### config.mk
export PLATFORM = sky130hd
export DESIGN_NAME = fpt_xlate
export DESIGN_NICKNAME = d
export VERILOG_FILES = /design/src/hdl/fpt_pkg.sv /design/src/hdl/fpt_xlate.sv
export SDC_FILE = /design/constraint.sdc
export NUM_CORES = 1
export LEC_CHECK = 0
export ABC_CLOCK_PERIOD_IN_PS = 800
export BUFFER_PORTS_ARGS = -buffer_cell sky130_fd_sc_hd__buf_2
export CAP_MARGIN = 20
export CORE_UTILIZATION = 46
export CTS_CLUSTER_SIZE = 24
export DETAILED_ROUTE_END_ITERATION = 7
export GPL_TIMING_DRIVEN = 1
export HOLD_SLACK_MARGIN = 0.08
export PLACE_DENSITY = 0.74
export SLEW_MARGIN = 20
export SYNTH_ARGS = -nofsm -noshare
export SYNTH_HDL_FRONTEND = slang
export SYNTH_SLANG_ARGS = --single-unit
### constraint.sdc
create_clock -name clk_i -period 0.8 [get_ports clk_i]
set_clock_uncertainty 0.05 [all_clocks]
set_input_delay 0.04 -clock clk_i [delete_from_list [all_inputs] [get_ports clk_i]]
set_output_delay 0.04 -clock clk_i [all_outputs]
set_load 0.02 [all_outputs]
### src/hdl/fpt_pkg.sv
`timescale 1ns / 1ps
`default_nettype none
// ----------------------------------------------------------------------------
// fpt_pkg: shared types, constants and helpers for the frame point transform
// Holds the point word carried down the pipeline, the register map and the
// 32-bit saturation helper used by every arithmetic stage.
// ----------------------------------------------------------------------------
package fpt_pkg;

  // default fraction width of coordinates and frame factors
  localparam int unsigned FRAC_BITS_DEF = 16;
  // fraction width of the rotation coefficients (Q1.14)
  localparam int unsigned ROT_FRAC = 14;

  // register reset values
  localparam logic [1:0]  MODE_RESET = 2'd2;
  localparam logic [31:0] ROT_RESET  = 32'h4000_0000;

  // mode bit positions
  localparam int unsigned MODE_ORDER_BIT  = 0;
  localparam int unsigned MODE_BYPASS_BIT = 1;

  // configuration register map
  typedef enum logic [2:0] {
    REG_MODE      = 3'd0,
    REG_ORIGIN_X  = 3'd1,
    REG_ORIGIN_Y  = 3'd2,
    REG_ROT       = 3'd3,
    REG_STRETCH_X = 3'd4,
    REG_STRETCH_Y = 3'd5,
    REG_SHEAR_X   = 3'd6,
    REG_SHEAR_Y   = 3'd7
  } fpt_reg_e;

  // point word travelling down the pipeline
  typedef struct packed {
    logic signed [31:0] x;
    logic signed [31:0] y;
    logic               ovf;
    logic               last;
  } fpt_pt_t;

  // saturated value with its overflow mark
  typedef struct packed {
    logic               ovf;
    logic signed [31:0] val;
  } fpt_sat_t;

  localparam logic signed [63:0] SAT_MAX = 64'sh0000_0000_7FFF_FFFF;
  localparam logic signed [63:0] SAT_MIN = 64'shFFFF_FFFF_8000_0000;

  // clamp a wide signed value to 32 signed bits
  function automatic fpt_sat_t sat32(input logic signed [63:0] v);
    fpt_sat_t r;
    if (v > SAT_MAX) begin
      r.ovf = 1'b1;
      r.val = SAT_MAX[31:0];
    end else if (v < SAT_MIN) begin
      r.ovf = 1'b1;
      r.val = SAT_MIN[31:0];
    end else begin
      r.ovf = 1'b0;
      r.val = v[31:0];
    end
    return r;
  endfunction

endpackage
`default_nettype wire

### src/hdl/fpt_xlate.sv
`timescale 1ns / 1ps
`default_nettype none
// ----------------------------------------------------------------------------
// fpt_xlate: origin add stage
// Adds the frame origin to the point and saturates, in one register stage.
// When disabled the word passes through unchanged with the same latency.
// ----------------------------------------------------------------------------
module fpt_xlate (
  input  wire logic               clk_i,
  input  wire logic               rst_ni,
  input  wire logic               en_i,
  input  wire logic signed [31:0] origin_x_i,
  input  wire logic signed [31:0] origin_y_i,
  input  wire logic               in_vld_i,
  input  wire fpt_pkg::fpt_pt_t   in_pt_i,
  output logic                    out_vld_o,
  output fpt_pkg::fpt_pt_t        out_pt_o
);

  logic signed [63:0] xe, ye, oxe, oye;
  fpt_pkg::fpt_sat_t  sat_x, sat_y;
  fpt_pkg::fpt_pt_t   pt_d, pt_q;
  logic               vld_q;

  // widened sums and clamp
  always_comb begin
    xe    = in_pt_i.x;
    ye    = in_pt_i.y;
    oxe   = origin_x_i;
    oye   = origin_y_i;
    sat_x = fpt_pkg::sat32(xe + oxe);
    sat_y = fpt_pkg::sat32(ye + oye);
    pt_d  = in_pt_i;
    if (en_i) begin
      pt_d.x   = sat_x.val;
      pt_d.y   = sat_y.val;
      pt_d.ovf = in_pt_i.ovf | sat_x.ovf | sat_y.ovf;
    end
  end

  // valid bit
  always_ff @(posedge clk_i or negedge rst_ni) begin
    if (!rst_ni) begin
      vld_q <= 1'b0;
    end else begin
      vld_q <= in_vld_i;
    end
  end

  // payload word
  always_ff @(posedge clk_i) begin
    pt_q <= pt_d;
  end

  assign out_vld_o = vld_q;
  assign out_pt_o  = pt_q;

endmodule
`default_nettype wire

==> results of run 1 <==
stage by stage:
step	util, %	TNS (ns)
3_5_place_dp	73.0	-124.51
3_3_place_gp	73.0	-119.32
4_1_cts	91.1	-103.95
2_1_floorplan	-	-104.62
kinds of logic after synthesis:
logic type,Yosys count,synth area share (%)
AO/OA/AOI/OAI,287,30.5
AND/OR/NAND/NOR,211,16.8
buffers and inverters,113,7.35
adder cells (fa/ha/maj),67,14.3
flip-flops,67,22.6
XOR/XNOR,54,8.06
multiplexers,2,0.420
metal layers:
layer  GRT overflow  track usage (%)
met5              0             9.26
met4             68             96.6
met3              4             59.2
met2            102              100
met1              1             74.7
repair_timing:
item                                    CTS
buffers inserted                         18
cloned                                    4
endpoints found under the hold margin    67
hold buffers                             65
pin swaps                                45
endpoints found under the setup margin  132
gates resized for setup                 330
==> reports/qor.txt, run 1 <==
=============================================================================
Half-perimeter wire length after detailed placement                  16500 um
Count of clock tree sinks                                                  67
Error text reported by the tool                                  [ERROR GRT-0232] Routing congestion too high. Check the congestion heatmap in the GUI.
Clock buffer count from CTS                                                 9
Width of the chip                                                      116 um
Number of placement rows                                                   41
H-tree depth                                                                3
Gr usage total                                                          79.4%
Maximum buffer depth of the clock tree                                      2
CTS Root Buffer Type                                                clkbuf_16
Number of distinct library cells after synthesis                           67
Top post-synthesis cells by count                                nor2_1 (90), a21oi_1 (80), inv_1 (77)
Cell type with the highest aggregate area in the netlist              dfxtp_1
Initial Utilization                                                     47.2%
Stage where the flow stopped                                     global routing (5_1_grt)
Synth async-reset ratio                                                 1.49%
Die Y-Extent                                                           116 um
Placed standard-cell area                                         0.00921 mm2
I/O pin total                                                             201
Pin count of the biggest net entering global routing                       21
Number of flip-flops and latches in the synthesized netlist                67
Cell area after synthesis                                         0.00596 mm2
Main area contributors after synthesis                           dfxtp_1 (22%), ha_1 (13%), a21oi_1 (6.7%), o22ai_1 (6.1%), nor2_1 (5.7%)
Most repeated cell in the gate-level netlist after synthesis           nor2_1
Number of cells after detailed placement                                 1368
Synth Instances                                                           801
Portion of the post-synthesis area used by sequential elements          22.6%
Overflow left after global routing                                        175
Grt repair worst endpoint                                        out_pt_o[23]$_DFF_P_/D
Warning count from the yosys run                                            0
Pre-CTS setup slack                                                  -2.13 ns
Outcome                                                          did not finish
Syn nets                                                                 1001
Input/output buffers                                                      200
WEP type                                                         register data pin
Post-synthesis average cell area                                     7.44 um2
Main flop type after synthesis                                        dfxtp_1
Number of enable flip-flop cells after synthesis                            0
Final Wtd Congestion                                                    0.934
Post-synth top area share                                               22.2%
=============================================================================
==> inputs of run 2 (changes only) <==
Settings changed: CORE_UTILIZATION 46 to 31, CTS_CLUSTER_SIZE 24 to unset, HOLD_SLACK_MARGIN 0.08 to unset, PLACE_DENSITY 0.74 to unset, PLACE_DENSITY_LB_ADDON set to 0.15.
==> run 2 against run 1 <==
  * Synthesized cell count unchanged
  * Area after synthesis stayed put
  * The flow now finishes, with violations (setup timing)
==> reports/qor.txt, run 2 <==
==================================================================================
Outcome                                                               complete, but fails checks
Violations in the final reports                                       setup timing
Max layer used                                                                met4
Number of flip-flops and latches in the synthesized netlist                     67
Peak fanout along the critical path                                              5
Worst relative slew slack                                                    60.9%
Final Wtd Congestion                                                         0.897
Placed standard-cell area                                              0.00944 mm2
Layout cells sized above 1                                                   54.3%
Flip-flop count of the largest register, all copies and words added             66
Final design instance area without fill                                 0.0118 mm2
Highest-count cells in the layout ignoring fill and taps              buf_4 (243), buf_2 (124), buf_6 (94)
Main flop type after synthesis                                             dfxtp_1
Residual antenna-violating net count after detailed routing                      0
Reg power frac                                                               23.3%
Cell-by-cell trace of the critical path                               buf_6 > ha_4 > nand2_2 > or4b_4 > o21ai_4 > a2111oi_4 > or4b_4 > a311oi_4 > nor2_4 > maj3_2 > mux2_4
Crit path max-delay cell type                                               or4b_4
Worst Path Class, Setup                                                     in2reg
Net count, final                                                              1508
Actual transition at the worst max-transition pin                         0.582 ns
Peak Freq                                                                0.396 GHz
Half-perimeter wire length after detailed placement                       17100 um
Routed wire length                                                        23100 um
Min-Delay Path Class                                                        in2reg
Post-Route Hold Slack                                                   0.00486 ns
Maximum buffer depth of the clock tree                                           2
Pre-CTS setup slack                                                       -2.15 ns
Initial Utilization                                                          31.8%
Initial antenna violation count                                                  1
Cell Int Power                                                             11.8 mW
Final count of pins violating max slew                                           0
Met2 wire len                                                             11100 um
Core region area                                                        0.0188 mm2
Via count of the first global-routing pass                                    7682
H-tree depth                                                                     3
Switching Power                                                            6.93 mW
Final routed DRC violation total                                                 0
Synth Instances                                                                801
Number of placement rows                                                        50
Worst path required time                                                   0.99 ns
Combinational Power Share                                                    57.3%
Avg Vias per Cell                                                             4.96
Width of the chip                                                           141 um
Maximum vdd drop                                                           1.01 mV
Max-Cap Viols                                                                    0
I/O pin total                                                                  201
Met3 routed wirelength                                                      952 um
Largest stage delay, worst path                                            0.51 ns
Arrival time of data at the critical path endpoint                         2.72 ns
Most common library cell in the layout ignoring fill and taps                buf_4
Total Negative Setup Slacks                                             -104.06 ns
Gr usage total                                                               23.1%
Number of endpoints failing setup at the final stage                           132
Cell type with the highest aggregate area in the netlist                   dfxtp_1
Die Y-Extent                                                                141 um
Period Utilization, post-route                                                316%
Critical path startpoint category                                        input pin
Cell area after synthesis                                              0.00596 mm2
Hold-critical path depth                                                         4
Post-synth top area share                                                    22.2%
CTS Root Buffer Type                                                     clkbuf_16
Number of distinct library cells after synthesis                                67
Count of vias placed by the detailed router                                   7664
Die Area                                                                0.0198 mm2
CTS clk-pin slew, worst paths                                              0.06 ns
TritonCTS clock tree                                                           yes
Total power consumption of the routed design                               18.7 mW
Post-synthesis to final-layout area growth                                   97.8%
Warning count from the yosys run                                                 0
Final Hold Violating Endpoints                                                   0
Clock buffer count from CTS                                                      9
Main area contributors after synthesis                                dfxtp_1 (22%), ha_1 (13%), a21oi_1 (6.7%), o22ai_1 (6.1%), nor2_1 (5.7%)
Power per Cell Area                                                    1580 mW/mm2
Pin count of the biggest net entering global routing                            20
Number of detailed-routing iterations run before antenna repair                  5
Unrepaired setup endpoints after global routing                                yes
Initial DRC count                                                              313
Clock share of power                                                         19.4%
Post-synthesis average cell area                                          7.44 um2
Routed metal-1 wire length                                                10600 um
Portion of the post-synthesis area used by sequential elements               22.6%
Synth async-reset ratio                                                      1.49%
Final routed wire length divided by cell count                             15.0 um
Top post-synthesis cells by count                                     nor2_1 (90), a21oi_1 (80), inv_1 (77)
Slack of the critical path                                                -1.73 ns
Syn nets                                                                      1001
Endpoint type of the worst setup path                                         flop
Number of enable flip-flop cells after synthesis                                 0
Critical Path Most Common Cell                                              or4b_4
Overflow left after global routing                                               0
Static Leakage                                                             5.46 nW
Switching part of the total power                                            37.1%
First-pass GRT wire length                                                36400 um
Period minus WS final                                                      2.53 ns
Input/output buffers                                                           200
Count of clock tree sinks                                                       67
Most repeated cell in the gate-level netlist after synthesis                nor2_1
==================================================================================
==> run 2: worst paths after layout <==
check | endpoint | startpoint | slack, ns
min in group asynchronous | out_vld_o$_DFF_PN0_ | rst_ni | 0.48
max in group asynchronous | out_vld_o$_DFF_PN0_ | rst_ni | 0.12
max | out_pt_o[23]$_DFF_P_ | origin_y_i[7] | -1.73
min | out_pt_o[34]$_DFF_P_ | in_pt_i[34] | 0.005
==> run 2: cells by family after synthesis <==
group | Yosys count | synth area share, %
AO/OA/AOI/OAI | 287 | 30.5
XOR/XNOR | 54 | 8.06
adder cells (fa/ha/maj) | 67 | 14.3
buffers and inverters | 113 | 7.35
flip-flops | 67 | 22.6
multiplexers | 2 | 0.420
AND/OR/NAND/NOR | 211 | 16.8
==> run 2: power groups by stage <==
stage / clock network (mW) / logic (mW) / registers (mW)
after floorplan: 0 / 4.03 / 4.91
after global placement: 0 / 8.21 / 4.16
after detailed placement: 0 / 8.25 / 4.14
after CTS: 3.72 / 10.0 / 4.34
after global routing: 3.86 / 11.5 / 4.40
final: 3.63 / 10.7 / 4.35
==> run 2: worst max-delay path, delay by kind of cell <==
family / cells / cell delay [ns]
mux: 1 / 0.25
fa+ha+maj: 2 / 0.54
compound gates: 3 / 0.61
simple gates: 4 / 1.17
buf+inv: 1 / 0.10
==> run 2: cell type report <==
type                       count  area, um2
clock buffer                  10        229
tap                          234        293
sequential                    67       1430
timing repair buffer         531       4320
fill                        1645       6970
inverter                      77        289
multi-input combinational    622       5210
antenna                        1       2.50
clock inverter                 4       20.0
==> run 2: per-stage QoR <==
step | utilization (%) | cells
floorplan | - | 801
global placement | 50.3 | 1447
detailed placement | 50.3 | 1447
CTS | 60.8 | 1539
global route | 62.8 | 1546
finish | 62.8 | 1546
==> run 2: metal layers <==
metal | vias to the layer above | track usage (%)
li1 | 3900 | -
met1 | 3555 | 29.9
met2 | 183 | 39.3
met3 | 26 | 2.89
met4 | 0 | 8.47
met5 | - | 0
==> run 2: what timing repair did <==
item / 4_1_cts / 5_1_grt
gates cloned: 3 / 0
resized for setup: 302 / 85
endpoints found under the hold margin: 56 / 0
endpoints found under the setup margin: 132 / 132
pin swaps: 33 / 49
hold buffers: 56 / 0
buffers inserted: 20 / 10
Power figures use the tool's default switching activity.
